$ cat config.mk
export PLATFORM = sky130hd
export DESIGN_NAME = arcade_tone_noise_sound_block_top
export DESIGN_NICKNAME = d
export VERILOG_FILES = /design/src/rtl/atns_pkg.sv /design/src/rtl/atns_req_stage.sv /design/src/rtl/atns_engine.sv /design/src/rtl/atns_rsp_stage.sv /design/src/rtl/arcade_tone_noise_sound_block_top.sv
export SDC_FILE = /design/constraint.sdc
export NUM_CORES = 1
export LEC_CHECK = 0
export BUFFER_PORTS_ARGS = -buffer_cell sky130_fd_sc_hd__buf_2
export CORE_ASPECT_RATIO = 2
export CORE_MARGIN = 8
export CORE_UTILIZATION = 46
export CTS_CLUSTER_DIAMETER = 50
export DETAILED_ROUTE_END_ITERATION = 16
export PLACE_DENSITY = 0.67
export SYNTH_ARGS = -nofsm -noshare
export SYNTH_HDL_FRONTEND = slang
export SYNTH_HIERARCHICAL = 1
export SYNTH_SLANG_ARGS = --single-unit
export TNS_END_PERCENT = 20
$ cat constraint.sdc
create_clock -name clock -period 3.4 [get_ports clock]
set_input_delay 0.34 -clock clock [delete_from_list [all_inputs] [get_ports clock]]
set_output_delay 0.34 -clock clock [all_outputs]
set_load 0.02 [all_outputs]
$ cat src/rtl/atns_pkg.sv
// Shared types and constants for the tone/noise/crowd sound block.
// Depends on nothing; every other file in rtl/ imports it.
`timescale 1ns / 1ps

package atns_pkg;

   // Request codes carried in req_type
   localparam logic [2:0] REQ_NOTE_DIV     = 3'd0;
   localparam logic [2:0] REQ_NOISE_RST    = 3'd1;
   localparam logic [2:0] REQ_CROWD_BOUNCE = 3'd2;
   localparam logic [2:0] REQ_TONE_TICK    = 3'd3;
   localparam logic [2:0] REQ_NOISE_TICK   = 3'd4;

   // DAC levels and divider constants
   localparam logic [7:0] LEVEL_ON     = 8'hFF;
   localparam logic [7:0] LEVEL_OFF    = 8'h00;
   localparam logic [7:0] DIV_STOP     = 8'hFF;
   localparam logic [8:0] TONE_RELOAD  = 9'd256;

   // One input item
   typedef struct packed {
      logic [2:0] req_type;
      logic [7:0] data_byte;
   } atns_req_type;

   // One result item
   typedef struct packed {
      logic [7:0] tone_level;
      logic [7:0] bounce_level;
      logic [7:0] crowd_level;
   } atns_rsp_type;

endpackage

$ cat src/rtl/atns_req_stage.sv
// Input register of the sound block: captures one request transfer.
// Depends on atns_pkg.
`timescale 1ns / 1ps

module atns_req_stage (
   input  logic                 clock,
   input  logic                 reset,
   input  logic                 req_valid,
   output logic                 req_stall,
   input  atns_pkg::atns_req_type req_data,
   output logic                 item_valid,
   output atns_pkg::atns_req_type item_data,
   input  logic                 item_take
);
   import atns_pkg::*;

   logic         valid_ff;
   logic         valid_in;
   atns_req_type data_ff;
   logic         accept;

   // Hold off the sender only while a captured item cannot move on
   assign req_stall = valid_ff && !item_take;
   assign accept    = req_valid && !req_stall;
   assign valid_in  = accept || (valid_ff && !item_take);

   always_ff @(posedge clock) begin
      if (reset) begin
         valid_ff <= 1'b0;
      end else begin
         valid_ff <= valid_in;
      end
   end

   // Load payload on each accepted transfer
   always_ff @(posedge clock) begin
      if (accept) begin
         data_ff <= req_data;
      end
   end

   assign item_valid = valid_ff;
   assign item_data  = data_ff;

endmodule

$ cat src/rtl/atns_engine.sv
// Sound state and single-pass update: tone divider, noise shift pair, crowd/bounce.
// Depends on atns_pkg.
`timescale 1ns / 1ps

module atns_engine (
   input  logic                 clock,
   input  logic                 reset,
   input  logic                 item_take,
   input  atns_pkg::atns_req_type item_data,
   output atns_pkg::atns_rsp_type result
);
   import atns_pkg::*;

   logic [7:0] divider_ff,   divider_in;
   logic [8:0] tone_cnt_ff,  tone_cnt_in;
   logic       tone_idle_ff, tone_idle_in;
   logic [7:0] shift_b_ff,   shift_b_in;
   logic [7:0] shift_a_ff,   shift_a_in;
   logic       noise_bit_ff, noise_bit_in;
   logic       noise_en_ff,  noise_en_in;
   logic [3:0] amp_ff,       amp_in;
   logic [7:0] tone_out_ff,  tone_out_in;
   logic [7:0] bounce_ff,    bounce_in;
   logic [7:0] crowd_ff,     crowd_in;

   logic [8:0] cnt_dec;
   logic [8:0] cnt_step;
   logic [8:0] half_span;
   logic [8:0] mid_point;
   logic       b_new;

   // Tone divider arithmetic
   assign cnt_dec   = tone_cnt_ff - 9'd1;
   assign cnt_step  = (cnt_dec == {1'b0, divider_ff}) ? TONE_RELOAD : cnt_dec;
   assign half_span = (TONE_RELOAD - {1'b0, divider_ff}) >> 1;
   assign mid_point = half_span + {1'b0, divider_ff};

   // Noise feedback bit
   assign b_new = shift_b_ff[0] ^ ~shift_a_ff[6];

   // Next state for the item in the input register
   always_comb begin
      divider_in   = divider_ff;
      tone_cnt_in  = tone_cnt_ff;
      tone_idle_in = tone_idle_ff;
      shift_b_in   = shift_b_ff;
      shift_a_in   = shift_a_ff;
      noise_bit_in = noise_bit_ff;
      noise_en_in  = noise_en_ff;
      amp_in       = amp_ff;
      tone_out_in  = tone_out_ff;
      bounce_in    = bounce_ff;
      crowd_in     = crowd_ff;
      unique case (item_data.req_type)
         REQ_NOTE_DIV: begin
            divider_in  = item_data.data_byte;
            tone_cnt_in = TONE_RELOAD;
            if (item_data.data_byte != DIV_STOP) begin
               tone_idle_in = 1'b0;
            end
         end
         REQ_NOISE_RST: begin
            shift_b_in  = '0;
            shift_a_in  = '0;
            crowd_in    = LEVEL_OFF;
            noise_en_in = 1'b1;
         end
         REQ_CROWD_BOUNCE: begin
            amp_in    = item_data.data_byte[3:0];
            crowd_in  = noise_bit_ff ? {item_data.data_byte[3:0], 4'b0000} : LEVEL_OFF;
            bounce_in = item_data.data_byte[4] ? LEVEL_ON : LEVEL_OFF;
         end
         REQ_TONE_TICK: begin
            if (!tone_idle_ff) begin
               tone_cnt_in = cnt_step;
               tone_out_in = (cnt_step > mid_point) ? LEVEL_ON : LEVEL_OFF;
               if (divider_ff == DIV_STOP) begin
                  tone_idle_in = 1'b1;
               end
            end
         end
         REQ_NOISE_TICK: begin
            if (noise_en_ff) begin
               shift_b_in   = {shift_b_ff[6:0], b_new};
               shift_a_in   = {shift_a_ff[6:0], shift_b_ff[7]};
               noise_bit_in = shift_a_ff[6];
               crowd_in     = shift_a_ff[6] ? {amp_ff, 4'b0000} : LEVEL_OFF;
            end
         end
         default: begin
         end
      endcase
   end

   // Advance state when the item moves to the result register
   always_ff @(posedge clock) begin
      if (reset) begin
         divider_ff   <= DIV_STOP;
         tone_cnt_ff  <= TONE_RELOAD;
         tone_idle_ff <= 1'b1;
         shift_b_ff   <= '0;
         shift_a_ff   <= '0;
         noise_bit_ff <= 1'b0;
         noise_en_ff  <= 1'b0;
         amp_ff       <= '0;
         tone_out_ff  <= LEVEL_OFF;
         bounce_ff    <= LEVEL_OFF;
         crowd_ff     <= LEVEL_OFF;
      end else if (item_take) begin
         divider_ff   <= divider_in;
         tone_cnt_ff  <= tone_cnt_in;
         tone_idle_ff <= tone_idle_in;
         shift_b_ff   <= shift_b_in;
         shift_a_ff   <= shift_a_in;
         noise_bit_ff <= noise_bit_in;
         noise_en_ff  <= noise_en_in;
         amp_ff       <= amp_in;
         tone_out_ff  <= tone_out_in;
         bounce_ff    <= bounce_in;
         crowd_ff     <= crowd_in;
      end
   end

   assign result.tone_level   = tone_out_in;
   assign result.bounce_level = bounce_in;
   assign result.crowd_level  = crowd_in;

   // Counter stays above the divider and never passes the reload value
   a_cnt_range: assert property (@(posedge clock) disable iff (reset)
      (tone_cnt_ff > {1'b0, divider_ff}) && (tone_cnt_ff <= TONE_RELOAD))
      else $error("tone counter out of range");

   // Tone DAC is a pure square wave
   a_tone_level: assert property (@(posedge clock) disable iff (reset)
      (tone_out_ff == LEVEL_OFF) || (tone_out_ff == LEVEL_ON))
      else $error("tone level not 0 or 255");

   // Crowd level is silent whenever the noise bit is low
   a_crowd_gate: assert property (@(posedge clock) disable iff (reset)
      !noise_bit_ff |-> (crowd_ff == LEVEL_OFF))
      else $error("crowd level on while noise bit low");

   // A noise tick while disabled leaves the shift pair alone
   a_noise_hold: assert property (@(posedge clock) disable iff (reset)
      (item_take && !noise_en_ff && (item_data.req_type == REQ_NOISE_TICK))
      |=> ($stable(shift_a_ff) && $stable(shift_b_ff)))
      else $error("noise registers moved while disabled");

endmodule

$ cat src/rtl/atns_rsp_stage.sv
// Result register of the sound block: holds one result until transferred.
// Depends on atns_pkg.
`timescale 1ns / 1ps

module atns_rsp_stage (
   input  logic                 clock,
   input  logic                 reset,
   input  logic                 item_valid,
   output logic                 item_take,
   input  atns_pkg::atns_rsp_type result,
   output logic                 rsp_valid,
   input  logic                 rsp_stall,
   output atns_pkg::atns_rsp_type rsp_data
);
   import atns_pkg::*;

   logic         valid_ff;
   logic         valid_in;
   atns_rsp_type data_ff;

   // Take a new item unless a result is held up by the receiver
   assign item_take = item_valid && !(valid_ff && rsp_stall);
   assign valid_in  = item_take || (valid_ff && rsp_stall);

   always_ff @(posedge clock) begin
      if (reset) begin
         valid_ff <= 1'b0;
      end else begin
         valid_ff <= valid_in;
      end
   end

   always_ff @(posedge clock) begin
      if (item_take) begin
         data_ff <= result;
      end
   end

   assign rsp_valid = valid_ff;
   assign rsp_data  = data_ff;

endmodule

$ cat src/rtl/arcade_tone_noise_sound_block_top.sv
// A request is captured in the input register, then in the result register.
// Throughput: one item per cycle while rsp_stall is low; the two registers
// decouple the sides, so one item is buffered while a result is stalled.
// Every item gives exactly one result holding the three DAC levels.
// Reset (synchronous, active high) empties both registers and restores the
// idle tone, cleared noise and silent DAC state.
`timescale 1ns / 1ps

module arcade_tone_noise_sound_block_top (
   input  logic                 clock,
   input  logic                 reset,
   input  logic                 req_valid,
   output logic                 req_stall,
   input  atns_pkg::atns_req_type req_data,
   output logic                 rsp_valid,
   input  logic                 rsp_stall,
   output atns_pkg::atns_rsp_type rsp_data
);
   import atns_pkg::*;

   logic         item_valid;
   logic         item_take;
   atns_req_type item_data;
   atns_rsp_type result;

   // Capture request transfers
   atns_req_stage u_req_stage (
      .clock      (clock),
      .reset      (reset),
      .req_valid  (req_valid),
      .req_stall  (req_stall),
      .req_data   (req_data),
      .item_valid (item_valid),
      .item_data  (item_data),
      .item_take  (item_take)
   );

   // Update sound state
   atns_engine u_engine (
      .clock     (clock),
      .reset     (reset),
      .item_take (item_take),
      .item_data (item_data),
      .result    (result)
   );

   // Hold results for the receiver
   atns_rsp_stage u_rsp_stage (
      .clock      (clock),
      .reset      (reset),
      .item_valid (item_valid),
      .item_take  (item_take),
      .result     (result),
      .rsp_valid  (rsp_valid),
      .rsp_stall  (rsp_stall),
      .rsp_data   (rsp_data)
   );

   // A captured item that cannot move on blocks new requests
   a_req_hold: assert property (@(posedge clock) disable iff (reset)
      (item_valid && !item_take) |-> req_stall)
      else $error("request accepted while input register blocked");

   // An item moving on always produces a result next cycle
   a_item_result: assert property (@(posedge clock) disable iff (reset)
      item_take |=> rsp_valid)
      else $error("item taken without result");

endmodule
==> run summary <==
Tot GR Track Use - 0.1755
Root Driver - clkbuf_16
Core ar. - 10,150 µm²
Hold Crit Start - req_data[10]
Pwr dens - 463.0 nW/µm²
CTS tree - done
Vias - 3,921
Crit path cell chain - inv_8 > ha_4 > xnor2_2 > xnor2_1 > ha_2 > a21o_1 > a32oi_2 > o21ai_1 > o21a_1 > a21oi_2 > o22ai_2 > xnor2_2 > ha_1 > a21o_1 > a21o_1 > a21o_1 > nor2_2 > a21oi_4 > a21o_1
Rel. slew slack - 0.4174
Die Width - 88.13 µm
Crit Path Max Fanout - 5
Busiest grt layer - met2
Sequential element share of the synthesized area - 0.4915
WP buf/inv - 1
Status - complete, but fails checks
RSZ-0062 raised after global routing - yes
Gr ovfl total - 0
Most frequent cells in the layout - 63 x dfxtp_1, 50 x nor2_1, 48 x buf_4
H-tree Lvls - 3
Final Max Tran Viols - 0
Critical path startpoint - u_engine/divider_ff[1]
Max Cap Viol - 0
Met2 Use GR - 0.3293
Dominant synthesized flop cell - dfxtp_1
Crit path DAT - 3.85 ns
Tcrit/Tclk final - 1.103
First-pass GRT wire length - 19,310 µm
Gp weighted congestion - 0.9355
Worst Setup End Kind - register
IO Count - 41
Vias in the first global route - 4,078
Rows - 52
Final hold vios - 0
Setup Skew - 0.005509 ns
R2R Setup Slk - -0.35 ns
Met3 usage in global routing - 0.03599
Post-route setup TNS - -4.962 ns
Initial Util - 0.4715
# diodes - 0
Synth Warn # - 6
Final worst slack - -0.3490 ns
Hold Buf Count CTS - 0
Ratio of cells with drive above 1 in the final layout - 0.2527
Post-synth top area share - 0.2719
Number of flops mapped to enable cells by yosys - 35
Routing usage on met1 - 0.1574
Most frequent cell on the critical path - a21o_1
Pre-antenna DRT Iters - 5
Slowest CP cell - dfxtp_4
CTS Sinks - 100
Area grow syn2layout - 22.98%
Drt wl/cell - 16.80 µm
I/O Buffers - 40
Hold Crit Class - primary input to register
Final setup violation count - 16
Placed cells - 675
Mean area per synthesized cell - 9.888 µm²
Cells after Synth - 484
Commonest non-fill, non-tap cell in the layout - dfxtp_1
Total CTS buffers - 9
Hold depth - 1
RR Startpoint - u_engine/divider_ff[1]
Achievable frequency - 266.7 MHz
Antenna-violating nets left - 0
Drt via density - 5.626
Cell Area, Synth - 4786 µm²
Starting DRT DRC Count - 167
Synth cell types - 58
Antenna violations before repair - 0
Critical path class - register to register
NumNets Final - 589
CTS clock-pin slew for the worst setup and hold paths - 0.07 ns
Final wirelength - 11,710 µm
Cell taking the most area after synthesis - dfxtp_1
Die height - 160.3 µm
VDD IR-drop max - 0.4571 mV
P_leak - 2.532 nW
Largest net degree at the start of global routing - 44
Worst-skew pair later-pin latency - 0.34 ns
Crit-path max cell delay - 0.38 ns
DRC viols - 0
Delay-heaviest family, CP - compound AO/OA/AOI/OAI gates
Syn nets - 516
#FFs+latches synth - 100
Required time worst endpoint - 3.50 ns
CTS Buffer Depth - 2
Top post-synthesis cells by area - dfxtp_1 27%, edfxtp_1 22%, ha_1 4.4%
Cell count along the critical path - 19
Final std cells w/o fill - 697
Die Area - 14,120 µm²
Tightest Pin Transition - 0.8739 ns
Setup crit start kind - register
Min cycle time layout - 3.749 ns
Reg2reg path depth - 19
Design Power - 2.725 mW
Failing checks - setup timing
Post-synthesis async set-or-reset flop share - 0
DP Wirelength - 8370 µm
## per-stage QoR
stage | area (µm²) | utilization | worst slack (ns) | hold slack (ns)
final | 5886 | 0.5799 | -0.3490 | 0.1728
after global routing | 5886 | 0.5799 | -0.4489 | 0.1595
after CTS | 5831 | 0.5745 | -0.2677 | 0.1615
after detailed placement | 5423 | 0.5343 | -0.4701 | 0.4432
after global placement | 5423 | 0.5343 | -0.3511 | 0.4354
after floorplan | 4833 | - | -0.01672 | 0.4124
## flip-flops by register name, summed over array words and instances, names as in the netlist, 7 cells and up
| name | count |
|---|---|
| u_engine/divider_ff | 8 |
| u_engine/bounce_ff | 8 |
| u_rsp_stage/rsp_data | 24 |
| u_engine/shift_b_ff | 8 |
| u_req_stage/item_data | 11 |
| u_engine/tone_cnt_ff | 9 |
| u_engine/shift_a_ff | 7 |
| u_engine/crowd_ff | 8 |
| u_engine/tone_out_ff | 8 |
## routing by layer
metal	wire length [µm]	vias up
li1	-	1885
met1	3974	1902
met2	6639	90
met3	396	44
met4	697	0
met5	0	-
## Yosys cell counts (all sizes together) (5+ instances only)
master	number
nor3	6
nor4	7
dfxtp	65
a211o	9
buf	5
edfxtp	35
and2	10
a21o	27
inv	12
nor2b	9
nand2	37
nand4	6
nand2b	10
nand3	8
clkbuf	24
nor2	53
a22oi	18
ha	17
a21oi	42
xnor2	22
o21ai	9
## worst paths after layout
check / endpoint
max: u_rsp_stage/rsp_data[18]
min: u_req_stage/item_data[10]
max reg2reg: u_rsp_stage/rsp_data[18]
min reg2reg: u_engine/crowd_ff[3]
## cells by family after synthesis
group | count (synthesis) | synth area share
AND/OR/NAND/NOR | 165 | 0.1775
AO/OA/AOI/OAI | 132 | 0.1927
flip-flops | 100 | 0.4915
buffers and inverters | 41 | 0.03582
XOR/XNOR | 27 | 0.05386
adder cells (fa/ha/maj) | 17 | 0.04444
multiplexers | 2 | 0.004183
## timing repair
action	4_1_cts	5_1_grt
endpoints found under the setup margin	16	16
gates cloned	1	1
gates resized for setup	10	7
buffers inserted	3	1
pin swaps	7	5
endpoints found under the hold margin	0	0
## final cells by class
class	instances	area [µm²]
Clock buffer	9	225.2
Sequential cell	100	2357
Multi-Input combinational cell	345	2394
Tap cell	135	168.9
Clock inverter	7	107.6
Timing Repair Buffer	89	580.6
Fill cell	901	4264
Inverter	12	52.55
## where the power goes
part | total, mW | leakage (nW) | internal, mW | switching (mW)
combinational | 0.313 | 1.51 | 0.126 | 0.187
clock | 1.12 | 0.164 | 0.658 | 0.459
sequential | 1.29 | 0.858 | 1.27 | 0.0235
total | 2.72 | 2.53 | 2.06 | 0.669
Note: power is estimated with default switching activity, not from simulation.
